`src/sv/glzw_pkg.sv`:
```
// Shared types, codes and helpers of the GIF LZW encoder.
// No dependencies.
package glzw_pkg;

  localparam int KEY_BITS  = 20;
  localparam int CODE_BITS = 12;
  localparam int ENTRY_BITS = 1 + KEY_BITS + CODE_BITS;
  localparam logic [CODE_BITS-1:0] CODE_LIMIT = 12'd4095;
  localparam logic [3:0] MAX_WIDTH = 4'd12;

  typedef enum logic [1:0] {
    REQ_START = 2'd0,
    REQ_PIXEL = 2'd1,
    REQ_END   = 2'd2
  } req_e;

  typedef enum logic [1:0] {
    PK_PUT   = 2'd0,
    PK_FLUSH = 2'd1,
    PK_FIN   = 2'd2
  } pk_op_e;

  // command from the sequencer to the bit packer
  typedef struct packed {
    logic                 valid;
    pk_op_e               op;
    logic                 clr;
    logic [CODE_BITS-1:0] code;
    logic [3:0]           width;
  } pk_cmd_t;

  // width after a code has been packed
  function automatic logic [3:0] grow(input logic [3:0] width,
                                      input logic [CODE_BITS-1:0] next_code);
    logic [3:0] res;
    res = width;
    if (width < MAX_WIDTH && {1'b0, next_code} >= (13'd1 << width))
      res = width + 4'd1;
    return res;
  endfunction

endpackage

```
`src/sv/glzw_if.sv`:
```


interface glzw_byte_if;
  logic       valid;
  logic       ready;
  logic [7:0] out_byte;
  logic       last;
  modport source(output valid, out_byte, last, input ready);
  modport sink(input valid, out_byte, last, output ready);
endinterface


```
`src/sv/glzw_pack.sv`:
```
// Bit packer: accumulates codes LSB first, emits bytes through a hold stage
// and an output register. Depends on glzw_pkg and glzw_if.
module glzw_pack (
  input  logic              clk,
  input  logic              rst,
  input  glzw_pkg::pk_cmd_t cmd,
  output logic              busy,
  glzw_byte_if.source       res
);

  typedef enum logic [2:0] {
    PS_IDLE  = 3'b001,
    PS_DRAIN = 3'b010,
    PS_FIN   = 3'b100
  } pstate_t;

  pstate_t     state;
  logic [23:0] accum;
  logic [4:0]  count;
  logic        flushing;
  logic        hold_v;
  logic [7:0]  hold;
  logic        out_v;
  logic [7:0]  out_b;
  logic        out_l;

  logic        out_free;
  logic        need;
  logic        can_emit;
  logic        out_load;
  logic [23:0] base_acc;
  logic [4:0]  base_cnt;

  assign out_free = !out_v || res.ready;
  assign need     = flushing ? (count != 5'd0) : (count >= 5'd8);
  assign can_emit = !hold_v || out_free;
  assign base_acc = cmd.clr ? 24'd0 : accum;
  assign base_cnt = cmd.clr ? 5'd0 : count;
  assign busy     = (state != PS_IDLE);
  // hold byte moves to the output register this cycle
  assign out_load = hold_v && (((state == PS_DRAIN) && need && out_free) ||
                               ((state == PS_FIN) && out_free));

  assign res.valid    = out_v;
  assign res.out_byte = out_b;
  assign res.last     = out_l;

  always_ff @(posedge clk) begin
    if (rst) begin
      state    <= PS_IDLE;
      accum    <= 24'd0;
      count    <= 5'd0;
      flushing <= 1'b0;
      hold_v   <= 1'b0;
      out_v    <= 1'b0;
    end else begin
      if (out_load) begin
        out_v <= 1'b1;
      end else if (out_v && res.ready) begin
        out_v <= 1'b0;
      end
      case (state)
        PS_IDLE: begin
          if (cmd.valid) begin
            case (cmd.op)
              glzw_pkg::PK_PUT: begin
                accum    <= base_acc | ({12'd0, cmd.code} << base_cnt);
                count    <= base_cnt + {1'b0, cmd.width};
                flushing <= 1'b0;
                state    <= PS_DRAIN;
              end
              glzw_pkg::PK_FLUSH: begin
                flushing <= 1'b1;
                state    <= PS_DRAIN;
              end
              glzw_pkg::PK_FIN: begin
                state <= PS_FIN;
              end
              default: begin
                state <= PS_IDLE;
              end
            endcase
          end
        end
        PS_DRAIN: begin
          if (need) begin
            if (can_emit) begin
              if (hold_v) begin
                out_b <= hold;
                out_l <= 1'b0;
              end
              hold   <= accum[7:0];
              hold_v <= 1'b1;
              accum  <= accum >> 8;
              count  <= (count > 5'd8) ? count - 5'd8 : 5'd0;
            end
          end else begin
            if (flushing) begin
              accum <= 24'd0;
              count <= 5'd0;
            end
            state <= PS_IDLE;
          end
        end
        PS_FIN: begin
          // last byte of the item leaves the hold stage marked
          if (!hold_v) begin
            state <= PS_IDLE;
          end else if (out_free) begin
            out_b  <= hold;
            out_l  <= 1'b1;
            hold_v <= 1'b0;
            state  <= PS_IDLE;
          end
        end
        default: begin
          state <= PS_IDLE;
        end
      endcase
    end
  end

endmodule

```
`src/flat_wrapper.sv`:
```
// flat-port wrapper written by rule: the top's interface ports become plain ports
module glzw_pack_flat 
  (clk, rst, cmd, busy, res_valid, res_out_byte, res_last, res_ready);
  glzw_byte_if res_i ();
  input  logic clk;
  input  logic rst;
  input  glzw_pkg::pk_cmd_t cmd;
  output logic busy;
  output wire logic [$bits(res_i.valid)-1:0] res_valid;
  output wire logic [$bits(res_i.out_byte)-1:0] res_out_byte;
  output wire logic [$bits(res_i.last)-1:0] res_last;
  input wire logic [$bits(res_i.ready)-1:0] res_ready;
  assign res_valid = res_i.valid;
  assign res_out_byte = res_i.out_byte;
  assign res_last = res_i.last;
  assign res_i.ready = res_ready;
  glzw_pack u_core (.clk(clk), .rst(rst), .cmd(cmd), .busy(busy), .res(res_i));
endmodule
```
`config.mk`:
```
export PLATFORM = sky130hd
export DESIGN_NAME = glzw_pack_flat
export DESIGN_NICKNAME = d
export VERILOG_FILES = /design/src/sv/glzw_pkg.sv /design/src/sv/glzw_if.sv /design/src/sv/glzw_pack.sv /design/src/flat_wrapper.sv
export SDC_FILE = /design/constraint.sdc
export NUM_CORES = 1
export LEC_CHECK = 0
export ABC_AREA = 1
export BUFFER_PORTS_ARGS = -buffer_cell sky130_fd_sc_hd__clkbuf_2
export CORE_MARGIN = 2
export CORE_UTILIZATION = 40
export CTS_CLUSTER_DIAMETER = 120
export DETAILED_ROUTE_END_ITERATION = 8
export GPL_TIMING_DRIVEN = 0
export PLACE_DENSITY = 0.55
export SLEW_MARGIN = 10
export SYNTH_ARGS = -nofsm -noshare
export SYNTH_HDL_FRONTEND = slang
export SYNTH_SLANG_ARGS = --single-unit
export TNS_END_PERCENT = 30
```
`constraint.sdc`:
```
create_clock -name clk -period 3.28 [get_ports clk]
set_input_delay 0.328 -clock clk [delete_from_list [all_inputs] [get_ports clk]]
set_output_delay 0.328 -clock clk [all_outputs]
set_load 0.05 [all_outputs]
```
; Word-level counts from Yosys, hierarchy flattened
; Cells that the tools add are included.
[classes]
n_bitwise = 2
magnitude_cmp = 2
n_shift = 1
addsub = 2
reduce_logical = 23
muxes = 42
n_eq_ne = 17
[ops]
columns = op, count
row1 = two-way mux 24 bit, 6
row2 = case mux 24 bit (2 select lines), 1
row3 = two-way mux 8 bit, 5
row4 = two-way mux 5 bit, 7
row5 = bitwise OR 24 bit, 1
row6 = << shifter 12 x 5 -> 24 bit, 1
row7 = case mux 8 bit (2 select lines), 1
row8 = two-way mux 1 bit, 12
row9 = two-way mux 3 bit, 4
row10 = inequality test 2 x 1 -> 1 bit (second input constant), 5
row11 = case mux 5 bit (2 select lines), 1
row12 = case mux 3 bit (3 select lines), 1
row13 = AND reduction 3 bit, 3
row14 = nonzero test 2 bit, 4
row15 = AND reduction 7 bit, 1
row16 = inequality test 2 bit (second input constant), 3
row17 = inequality test 3 x 1 -> 1 bit (second input constant), 2
row18 = inequality test 3 bit (second input constant), 2
row19 = case mux 1 bit (2 select lines), 3
row20 = case mux 3 bit (2 select lines), 1
row21 = adder 5 x 4 -> 5 bit, 1
row22 = greater-or-equal comparator 5 x 4 -> 1 bit (second input constant), 1
row23 = greater-than comparator 5 x 4 -> 1 bit (second input constant), 1
row24 = logical AND 1 bit, 5
row25 = 14 further kinds, 17
[totals]
regBits = 52
word_cells = 98
out_inout_bits = 11
inputBits = 23

; Longest topological paths before layout
; Gate-level depths: netlist of run 1.
[logic_depth]
ltp_word = 7
mapped_depth = 13
mapped_depth_nobuf = 12

; Worst setup path before layout of run 1
; OpenSTA, ideal clock, no wires.
[synth_path]
path_type = register to register
from = reg u_core.out_v, in the netlist u_core.res.valid
to = reg u_core.out_l, in the netlist u_core.res.last (enable)
setup_time_ns = 0.399
synth_period_minus_slack_ns = 2.124
path_stages_with_launch = 6
setup_slack_ns = 1.156
arrival_ns = 1.725
required_ns = 2.881
path_buffers = 0
cell_sequence = dfxtp_1 > inv_1 > nor2_1 > inv_1 > o21ai_0 > nor4_1
[synth_via]
elab_chain_len = 5
word_cells_on_any_way = 6
cone_classes = eq/ne: 2 / reduce/logical: 4
[synth_lines]
columns = item, line_no
row1 = "start, declared", glzw_pack.sv:23  ; logic out_v;
row2 = "start signal, assigned", glzw_pack.sv:55  ; out_v <= 1'b0;
row3 = "start signal, assigned", glzw_pack.sv:58  ; out_v <= 1'b1;
row4 = "start signal, assigned", glzw_pack.sv:60  ; out_v <= 1'b0;
row5 = zero test 1 bit *, glzw_pack.sv:34  ; assign out_free = !out_v || res.ready;
row6 = logical OR 1 bit *, glzw_pack.sv:34
row7 = logical OR 1 bit, glzw_pack.sv:36  ; assign can_emit = !hold_v || out_free;
row8 = inequality test 2 x 1 -> 1 bit (no line), n/a
row9 = AND reduction 7 bit (no line) *, n/a
row10 = "end signal, assigned", glzw_pack.sv:90  ; out_l <= 1'b0;
row11 = "end signal, assigned", glzw_pack.sv:111  ; out_l <= 1'b1;
row12 = "end, declared", glzw_pack.sv:25  ; logic out_l;
; Mark *: on every way between the ends. The rest lies on a longest branch, timed or not.
; A chain may end at the register's enable or synchronous reset.

; Worst setup path after layout of run 1
[layout_path]
from = reg u_core.count[1]
to = reg u_core.hold[4] (enable)
[layout_via]
elab_chain_len = 3
word_cells_on_any_way = 4
cone_classes = order compare: 1 / mux: 1 / reduce/logical: 2
[layout_lines]
columns = item, line_no
row1 = "start, declared", glzw_pack.sv:19  ; logic [4:0] count;
row2 = "start signal, assigned", glzw_pack.sv:68  ; count <= base_cnt + {1'b0, cmd.width};
row3 = "start signal, assigned", glzw_pack.sv:95  ; count <= (count > 5'd8) ? count - 5'd8 : 5'd0;
row4 = greater-or-equal comparator 5 x 4 -> 1 bit / nonzero test 5 bit (equally long branches), glzw_pack.sv:35  ; assign need = flushing ? (count != 5'd0) : (count >= 5'd8);
row5 = two-way mux 1 bit *, glzw_pack.sv:35
row6 = AND reduction 4 bit (no line) *, n/a
row7 = "end signal, assigned", glzw_pack.sv:92  ; hold <= accum[7:0];
row8 = "end, declared", glzw_pack.sv:22  ; logic [7:0] hold;
; Marked as above.

==> results of run 1 <==
-- routing by layer --
| metal | wire [µm] | vias to the layer above | GRT usage [%] |
|---|---|---|---|
| li1 | - | 1711 | - |
| met1 | 4600 | 1552 | 31.5 |
| met2 | 4430 | 114 | 38.4 |
| met3 | 484 | 24 | 2.87 |
| met4 | 343 | 0 | 9.66 |
| met5 | 0 | - | 0 |
-- path summary, 6_finish.rpt --
kind,startpoint,end,depth (start not counted)
worst max-delay path,u_core.count[1],u_core.hold[4],6
worst min-delay path,res_ready,u_core.res.valid,4
worst max register to register,u_core.count[1],u_core.hold[4],6
worst min register to register,u_core.hold[1],u_core.res.out_byte[1],0
-- layout by cell type, fill, tap and decap left out, types with 2 or more instances in the layout --
cell type,n
buf_2,7
o21ai_0,21
nand2_4,2
nand3_1,77
clkbuf_8,5
nor2_1,16
nand2_1,164
nand4_1,4
inv_1,39
ha_1,3
buf_4,6
o22ai_1,2
nor3_1,3
o211ai_1,2
inv_2,8
clkbuf_1,8
o21ai_1,15
a21oi_1,44
edfxtp_1,17
clkbuf_2,32
nand3_2,2
buf_6,4
dfxtp_1,35
-- area by class of cell --
type	count	area (µm²)	area share, %
Sequential cell	52	1210	32.9
Buffer	23	144	3.91
Tap cell	102	128	3.47
Timing Repair Buffer	33	168	4.56
Clock buffer	6	72.6	1.97
Inverter	49	186	5.07
Multi-Input combinational cell	369	1730	47.1
Clock inverter	2	38.8	1.05
-- synthesized netlist by cell type --
| master | number | area share, % |
|---|---|---|
| ha_1 | 3 | 1.1 |
| clkinv_1 | 1 | 0.11 |
| o21ba_2 | 1 | 0.31 |
| inv_1 | 39 | 4.5 |
| a21oi_1 | 44 | 6.7 |
| xor2_1 | 1 | 0.27 |
| nor3_1 | 3 | 0.46 |
| buf_6 | 4 | 1.4 |
| nand2_4 | 2 | 0.69 |
| o21ai_1 | 15 | 2.3 |
| a22oi_1 | 1 | 0.23 |
| o22ai_1 | 2 | 0.38 |
| a211oi_1 | 1 | 0.23 |
| nand4_1 | 4 | 0.77 |
| o311ai_0 | 1 | 0.27 |
| nor4_1 | 2 | 0.38 |
| nand2_1 | 164 | 19 |
| clkbuf_1 | 7 | 0.80 |
| inv_2 | 8 | 0.92 |
| o21ai_0 | 21 | 3.2 |
| nor2_1 | 16 | 1.8 |
| dfxtp_1 | 35 | 21 |
| edfxtp_1 | 17 | 16 |
| inv_4 | 1 | 0.19 |
| buf_2 | 7 | 1.1 |
| nand3_1 | 77 | 12 |
| o211ai_1 | 2 | 0.46 |
| nand3_2 | 2 | 0.61 |
| nand2_2 | 1 | 0.19 |
| nand3b_1 | 1 | 0.23 |
| nor2_2 | 1 | 0.19 |
| buf_4 | 5 | 1.1 |
| a21o_1 | 1 | 0.23 |
| o21a_1 | 1 | 0.23 |
| fa_1 | 1 | 0.61 |
| or2_1 | 1 | 0.19 |
-- stage by stage --
stage                     utilization, %  cell area (µm²)  worst slack (ns)  hold slack (ns)
after floorplan                        -             3270              1.16            0.400
after global placement              45.5             3550             0.717            0.401
after detailed placement            45.7             3570              1.05            0.406
after CTS                           47.1             3680              1.07            0.303
after global routing                47.1             3680             0.889            0.324
final                               47.1             3680              1.12            0.307
-- power by group through the flow --
stage	combinational, mW	clock [mW]	sequential (mW)
2_1_floorplan	0.200	0	0.716
3_3_place_gp	0.278	0	0.720
3_5_place_dp	0.283	0	0.722
4_1_cts	0.284	0.465	0.707
5_1_grt	0.320	0.485	0.711
6_report	0.287	0.457	0.707
-- flip-flops by register name (all words and copies together) (netlist names) --
signal / flops
u_core.accum: 24
u_core.hold: 8
u_core.res.out_byte: 8
u_core.count: 5
u_core.state: 3
u_core.flushing: 1
u_core.hold_v: 1
u_core.res.last: 1
u_core.res.valid: 1
-- kinds of logic (layout without fill, tap and decap cells) --
kind of cell	after synthesis	in the layout	share of synthesized area (%)
AO/OA/AOI/OAI	90	90	14.6
XOR/XNOR	1	1	0.268
adder cells (fa/ha/maj)	4	4	1.76
AND/OR/NAND/NOR	274	274	36.2
buffers and inverters	72	113	10.1
flip-flops	52	52	37.1
-- worst reg2reg max path, stage by stage, from the launching register on --
cell and delay [ns]:
dfxtp_1 0.46, inv_2 0.07, nand3_1 0.13, nand2_1 0.08, nand2_1 0.10, nand2_1 0.15, nor3_1 0.80
==> results_dict.tcl, run 1 <==
set metrics [dict create \
    status "finished clean" \
    rows 32 \
    place_inst 628 \
    cts-root-buf "clkbuf_8" \
    finalWirelength_mm 9.86 \
    cts_made_buffers 5 \
    fill_cells 844 \
    coreArea_um2 7810 \
    detail_route.iter0.violations 174 \
    end_kind "flip-flop" \
    pwr-share-comb_pct 19.8 \
    critPathMaxStageDelay_ns 0.80 \
    worstSetupPathType "reg -> reg" \
    hold_viol 0 \
    period_minus_slack_ns 2.16 \
    start_kind "flip-flop" \
    gp_congestion 0.924 \
    p_per_area_nw_per_um2 394 \
    drc 0 \
    antenna_found_initial 0 \
    drive_gt1_share_pct 13.7 \
    syn_area_um2 3270 \
    power.switching_uw 438 \
    intPower_mw 1.01 \
    grt_pass1_vias 3218 \
    pwr-share-seq_pct 48.7 \
    grt_pass1_wl_mm 16.1 \
    vias 3401 \
    die_w_um 94.4 \
    cts_buffer_depth 2 \
    synth_area_per_cell_um2 6.63 \
    path_buf_inv 1 \
    cts_tree "built" \
    maxCapViolations 0 \
    min_path_type "in -> reg" \
    fmax_ghz 0.462 \
    synthDistinctLibCells 36 \
    crit_path_frequent_cell "nand2_1" \
    final_antenna_net_count 0 \
    crit_arrival_ns 2.10 \
    ys_seq_area_share_pct 37.1 \
    slew_violations 0 \
    rsz0062_at_grt "false" \
    path_cells "inv_2 -> nand3_1 -> nand2_1 -> nand2_1 -> nand2_1 -> nor3_1" \
    cts.sinks 52 \
    design_power_total_mw 1.45 \
    ctsHoldBuffers 0 \
    wl_per_cell_um 15.5 \
    cts_resized 0 \
    relSlewSlack_pct 32.8 \
    syn-num-nets 520 \
    ys.warnings.count 0 \
    synth_cells 493 \
    slowest_stage "nor3_1" \
    finalNetCount 560 \
    power.leakage_nw 1.73 \
    start_util_pct 41.8 \
    overflow 0 \
    ir_drop_mv 0.210 \
    ys_ff_latch 52 \
    via_per_inst 5.35 \
    regToRegSetupSlack_ns 1.12 \
    fin_tns_setup_ns 0 \
    setup_viol 0 \
    grt_use_total_pct 23.5 \
    die_h_um 94.4 \
    critPathMaxFanout 8 \
    swShare_pct 30.2 \
    crit_required_ns 3.22 \
    pin_count 34 \
    io_buffers 32 \
    p_clk_share_pct 31.5 \
    fin_skew_ns 0.00875 \
    dieArea_um2 8910 \
    grt_max_degree 17 \
    clk_pin_slew_ns 0.10 \
    antenna_cells 0 \
    post_cts_buffers 0 \
    fin_crit_sh_pct 65.9 \
    post-dp-hpwl_mm 7.63 \
    worstMarginPinSlew_ns 1.00 \
    drt_first_pass_iters 5 \
    worstSkewPairLatency_ns 0.32 \
    syn_to_final_growth_pct 12.6 \
    h-tree-depth 2 \
    cp_top_family "simple AND/OR/NAND/NOR gates" \
    stdcell_count 636 \
]
(Power assumes the default switching activity.)
==> run 2, diff against run 1 <==
==> constraint.sdc (replaced) <==
create_clock -name clk -period 2.2 [get_ports clk]
set_input_delay 0.22 -clock clk [delete_from_list [all_inputs] [get_ports clk]]
set_output_delay 0.22 -clock clk [all_outputs]
set_load 0.05 [all_outputs]
==> run 2 against run 1 <==
Effect of this change:
- core utilization is 0.064 points higher
- sequential power up 49%
- hold slack got worse by 0.11 ns
- largest power group unchanged
- die area stayed put
- first-iteration DRC count is 0.57% lower
==> results_dict.tcl, run 2 (synthesis gave the netlist of run 1 again) <==
set metrics [dict create \
    antenna_cells 0 \
    end_kind "flip-flop" \
    cts.sinks 52 \
    place_inst 628 \
    overflow 0 \
    relSlewSlack_pct 59.9 \
    final_cell_mix "164 x nand2_1, 77 x nand3_1, 44 x a21oi_1" \
    gp_congestion 0.924 \
    setup_viol 0 \
    drt_first_pass_iters 4 \
    cts_tree "built" \
    detail_route.iter0.violations 173 \
    finalWirelength_mm 9.92 \
    layout_commonest_cell "nand2_1" \
    status "finished clean" \
    holdWs_ns 0.196 \
    rows 32 \
    coreArea_um2 7810 \
    die_h_um 94.4 \
    critPathMaxStageDelay_ns 0.48 \
    post-dp-hpwl_mm 7.63 \
    crit_cells 9 \
    die_w_um 94.4 \
    grt_max_degree 17 \
    slowest_stage "dfxtp_1" \
    antenna_found_initial 0 \
    vias 3417 \
    h-tree-depth 2 \
    post_cts_buffers 0 \
    utilization_pct 47.2 \
    r2r_cells 9 \
    ctsHoldBuffers 0 \
    min_path_type "in -> reg" \
    regToRegSetupSlack_ns 0.12 \
    path_buf_inv 2 \
    syn_to_final_growth_pct 12.8 \
    start_util_pct 41.8 \
    worstSetupEndpoint "u_core.count[4]" \
    grt_pass1_wl_mm 16.1 \
    crit_required_ns 2.45 \
    hold_viol 0 \
    wl_per_cell_um 15.6 \
    fin_crit_sh_pct 94.4 \
    via_per_inst 5.37 \
    slew_violations 0 \
    rsz0062_at_grt "false" \
    critPathMaxFanout 10 \
    ir_drop_mv 0.316 \
    fmax_ghz 0.482 \
    maxCapViolations 0 \
    reg2reg_to "u_core.count[4]" \
    cp_top_family "compound AO/OA/AOI/OAI gates" \
    finalNetCount 560 \
    grt_pass1_vias 3217 \
    worstSetupPathType "reg -> reg" \
    worstSkewPairLatency_ns 0.32 \
    cts_resized 1 \
    cts_made_buffers 5 \
    largest_reg_flops 24 \
    power.leakage_nw 1.73 \
    crit_arrival_ns 2.33 \
    stdcell_count 636 \
    io_buffers 32 \
    drc 0 \
    final_antenna_net_count 0 \
    clk_pin_slew_ns 0.10 \
    fin_skew_ns 0.00946 \
    cts-root-buf "clkbuf_8" \
    worstReg2RegStart "u_core.count[3]" \
    p_per_area_nw_per_um2 589 \
    pin_count 34 \
    startpoint "u_core.count[3]" \
    drive_gt1_share_pct 13.9 \
    path_cells "nand2_1 -> buf_6 -> inv_1 -> ha_1 -> a21oi_1 -> xor2_1 -> o21ai_0 -> nand2_1 -> a21oi_1" \
    worstHoldPathCells 4 \
    cts_buffer_depth 2 \
    grt_use_total_pct 23.5 \
    top_register "u_core.accum" \
    worstMarginPinSlew_ns 0.601 \
    period_minus_slack_ns 2.08 \
    start_kind "flip-flop" \
    dieArea_um2 8910 \
]
[run 2: changes by cell type in the layout (fill, tap and decap cells not counted)]
cell,change
nor3_1,-1
nor3_2,+1
[run 2: worst min-delay path, cell delays in order]
cell and delay (ns):
clkbuf_2 0.08, nor2_1 0.05, inv_1 0.06, a21oi_1 0.06
[run 2: area by class of cell]
class,instances,area (µm²)
buffer,23,144
tap,102,128
timing repair buffer,33,168
sequential,52,1210
clock buffer,6,72.6
multi-input combinational,369,1740
inverter,49,186
fill,845,4120
clock inverter,2,38.8
[run 2: worst min path at each step]
stage	to	slack [ns]	startpoint
5_1_grt	u_core.state[1]	0.22	cmd[19]
3_3_place_gp	u_core.res.out_byte[7]	0.40	u_core.hold[7]
4_1_cts	u_core.res.valid	0.20	res_ready
6_report	u_core.res.valid	0.20	res_ready
3_5_place_dp	u_core.res.out_byte[3]	0.41	u_core.hold[3]
2_1_floorplan	u_core.state[1]	0.39	cmd[19]
[run 2: per-stage QoR]
stage	cell area, µm²	setup WS [ns]	TNS [ns]	total power [mW]
after global placement	3550	-0.363	-3.28	1.49
after detailed placement	3570	0.00878	0	1.50
after global routing	3680	0.0197	0	2.26
final	3680	0.124	0	2.17
after floorplan	3270	0.0757	0	1.37
after CTS	3680	0.172	0	2.17
[run 2: per-layer routing]
layer	global-route usage [%]	share of wire, %
met3	2.87	4.4
met4	9.66	3.5
met1	31.5	47
met5	0	0
met2	38.4	45
[run 2: power by group]
group          leakage, nW  internal, mW  switching (mW)
Combinational         1.23         0.141           0.287
Clock               0.0558         0.344           0.342
Sequential           0.441          1.02          0.0298
==> run 3, diff against run 2 <==
--- a/config.mk
+++ b/config.mk
@@ -9,6 +9,7 @@
 export BUFFER_PORTS_ARGS = -buffer_cell sky130_fd_sc_hd__clkbuf_2
 export CORE_MARGIN = 2
 export CORE_UTILIZATION = 40
+export CTS_BUF_LIST = sky130_fd_sc_hd__clkbuf_4 sky130_fd_sc_hd__clkbuf_8 sky130_fd_sc_hd__clkbuf_16
 export CTS_CLUSTER_DIAMETER = 120
 export DETAILED_ROUTE_END_ITERATION = 8
 export GPL_TIMING_DRIVEN = 0
==> run 3 against run 2 <==
Effect of this change:
- routed wire length fell by 0.36%
- combinational power barely moved
- sequential cell count did not move
- sequential power barely moved
- critical endpoint unchanged
- largest cell class unchanged
- largest power group unchanged
==> results_dict.tcl, run 3 (synthesis gave the netlist of run 1 again) <==
set metrics [dict create \
    start_util_pct 41.8 \
    post_cts_buffers 0 \
    crit_required_ns 2.45 \
    design_power_total_mw 2.18 \
    power.switching_uw 655 \
    path_buf_inv 2 \
    post-dp-hpwl_mm 7.63 \
    clk_pin_slew_ns 0.10 \
    die_h_um 94.4 \
    power.leakage_nw 1.73 \
    syn_to_final_growth_pct 12.9 \
    final_antenna_net_count 0 \
    period_minus_slack_ns 2.07 \
    slew_violations 0 \
    cts-root-buf "clkbuf_8" \
    start_kind "flip-flop" \
    via_per_inst 5.36 \
    fill_cells 846 \
    grt_max_degree 17 \
    ir_drop_mv 0.314 \
    relSlewSlack_pct 60.0 \
    layout_commonest_cell "nand2_1" \
    cts_resized 1 \
    swShare_pct 30.1 \
    fin_skew_ns 0.00984 \
    drive_gt1_share_pct 14.0 \
    largest_reg_flops 24 \
    finalNetCount 560 \
    final_cell_mix "164 x nand2_1, 77 x nand3_1, 44 x a21oi_1" \
    maxCapViolations 0 \
    setup_viol 0 \
    antenna_found_initial 0 \
    worstMarginPinSlew_ns 0.600 \
    io_buffers 32 \
    intPower_mw 1.52 \
    rows 32 \
    status "finished clean" \
    cp_top_family "compound AO/OA/AOI/OAI gates" \
    cts.sinks 52 \
    coreArea_um2 7810 \
    drt_first_pass_iters 5 \
    critPathMaxStageDelay_ns 0.47 \
    ctsHoldBuffers 0 \
    end_kind "flip-flop" \
    min_path_type "in -> reg" \
    cts_tree "built" \
    pin_count 34 \
    pwr-share-comb_pct 19.7 \
    p_per_area_nw_per_um2 590 \
    multi_input_area_um2 1740 \
    fmax_ghz 0.482 \
    regArea_um2 1210 \
    h-tree-depth 2 \
    grt_pass1_vias 3229 \
    rsz0062_at_grt "false" \
    pwr-share-seq_pct 48.4 \
    grt_pass1_wl_mm 16.1 \
    dieArea_um2 8910 \
    worstSkewPairLatency_ns 0.32 \
    holdWs_ns 0.197 \
    vias 3411 \
    path_cells "nand2_1 -> buf_6 -> inv_1 -> ha_1 -> a21oi_1 -> xor2_1 -> o21ai_0 -> nand2_1 -> a21oi_1" \
    antenna_cells 0 \
    slowest_stage "dfxtp_1" \
    crit_arrival_ns 2.32 \
    worstSetupPathType "reg -> reg" \
    overflow 0 \
    p_clk_share_pct 31.9 \
    fin_crit_sh_pct 94.3 \
    detail_route.iter0.violations 157 \
    cts_made_buffers 5 \
    gp_congestion 0.924 \
    top_register "u_core.accum" \
    critPathMaxFanout 10 \
    grt_use_total_pct 23.5 \
    drc 0 \
    die_w_um 94.4 \
    hold_viol 0 \
    wl_per_cell_um 15.5 \
    finalWirelength_mm 9.88 \
    cts_buffer_depth 2 \
]
==> run 3: cell counts in the layout (fill, tap and decap cells not counted) <==
Identical to the previous run, type by type.
==> run 3: final timing paths <==
check	from	to	slack, ns	cells after the start
worst max-delay path	u_core.count[3]	u_core.count[4]	0.13	9
worst min-delay path	res_ready	u_core.res.valid	0.20	4
worst max register to register	u_core.count[3]	u_core.count[4]	0.13	9
worst min register to register	u_core.hold[5]	u_core.res.out_byte[5]	0.43	0
==> run 3: worst register-to-register path, delay by kind of cell, from the launching register on <==
kind	cells	cell delay, ns
adder cells (fa/ha/maj)	1	0.32
buffers and inverters	2	0.39
AND/OR/NAND/NOR	2	0.21
XOR/XNOR	1	0.09
AO/OA/AOI/OAI	3	0.53
flip-flops	1	0.47
==> run 3: power groups by stage <==
stage | logic [mW] | registers (mW) | clock network, mW
after floorplan | 0.298 | 1.07 | 0
after global placement | 0.415 | 1.07 | 0
after detailed placement | 0.421 | 1.08 | 0
after CTS | 0.424 | 1.05 | 0.706
after global routing | 0.478 | 1.06 | 0.736
final | 0.428 | 1.05 | 0.695
==> run 3: per-stage QoR <==
step	utilization [%]	area, µm²	setup TNS, ns	cells	setup WS [ns]
final	47.2	3690	0	636	0.126
after CTS	47.2	3690	0	636	0.172
after global routing	47.2	3690	0	636	0.0199
after floorplan	-	3270	0	493	0.0757
after detailed placement	45.7	3570	0	628	0.00878
after global placement	45.5	3550	-3.28	627	-0.363
==> run 3: layer usage <==
layer  track usage (%)  routed length (µm)  vias to the layer above
met4              9.66                 344                        0
met5                 0                   0                        -
met2              38.6                4420                      105
met3              2.87                 452                       23
li1                  -                   -                     1712
met1              31.5                4660                     1571
==> run 3: cell type report <==
class	count	share of cell area, %
Inverter	49	5.05
Timing Repair Buffer	33	4.55
Clock inverter	2	1.05
Multi-Input combinational cell	369	47.1
Clock buffer	6	2.07
Sequential cell	52	32.8
Tap cell	102	3.46
Buffer	23	3.90
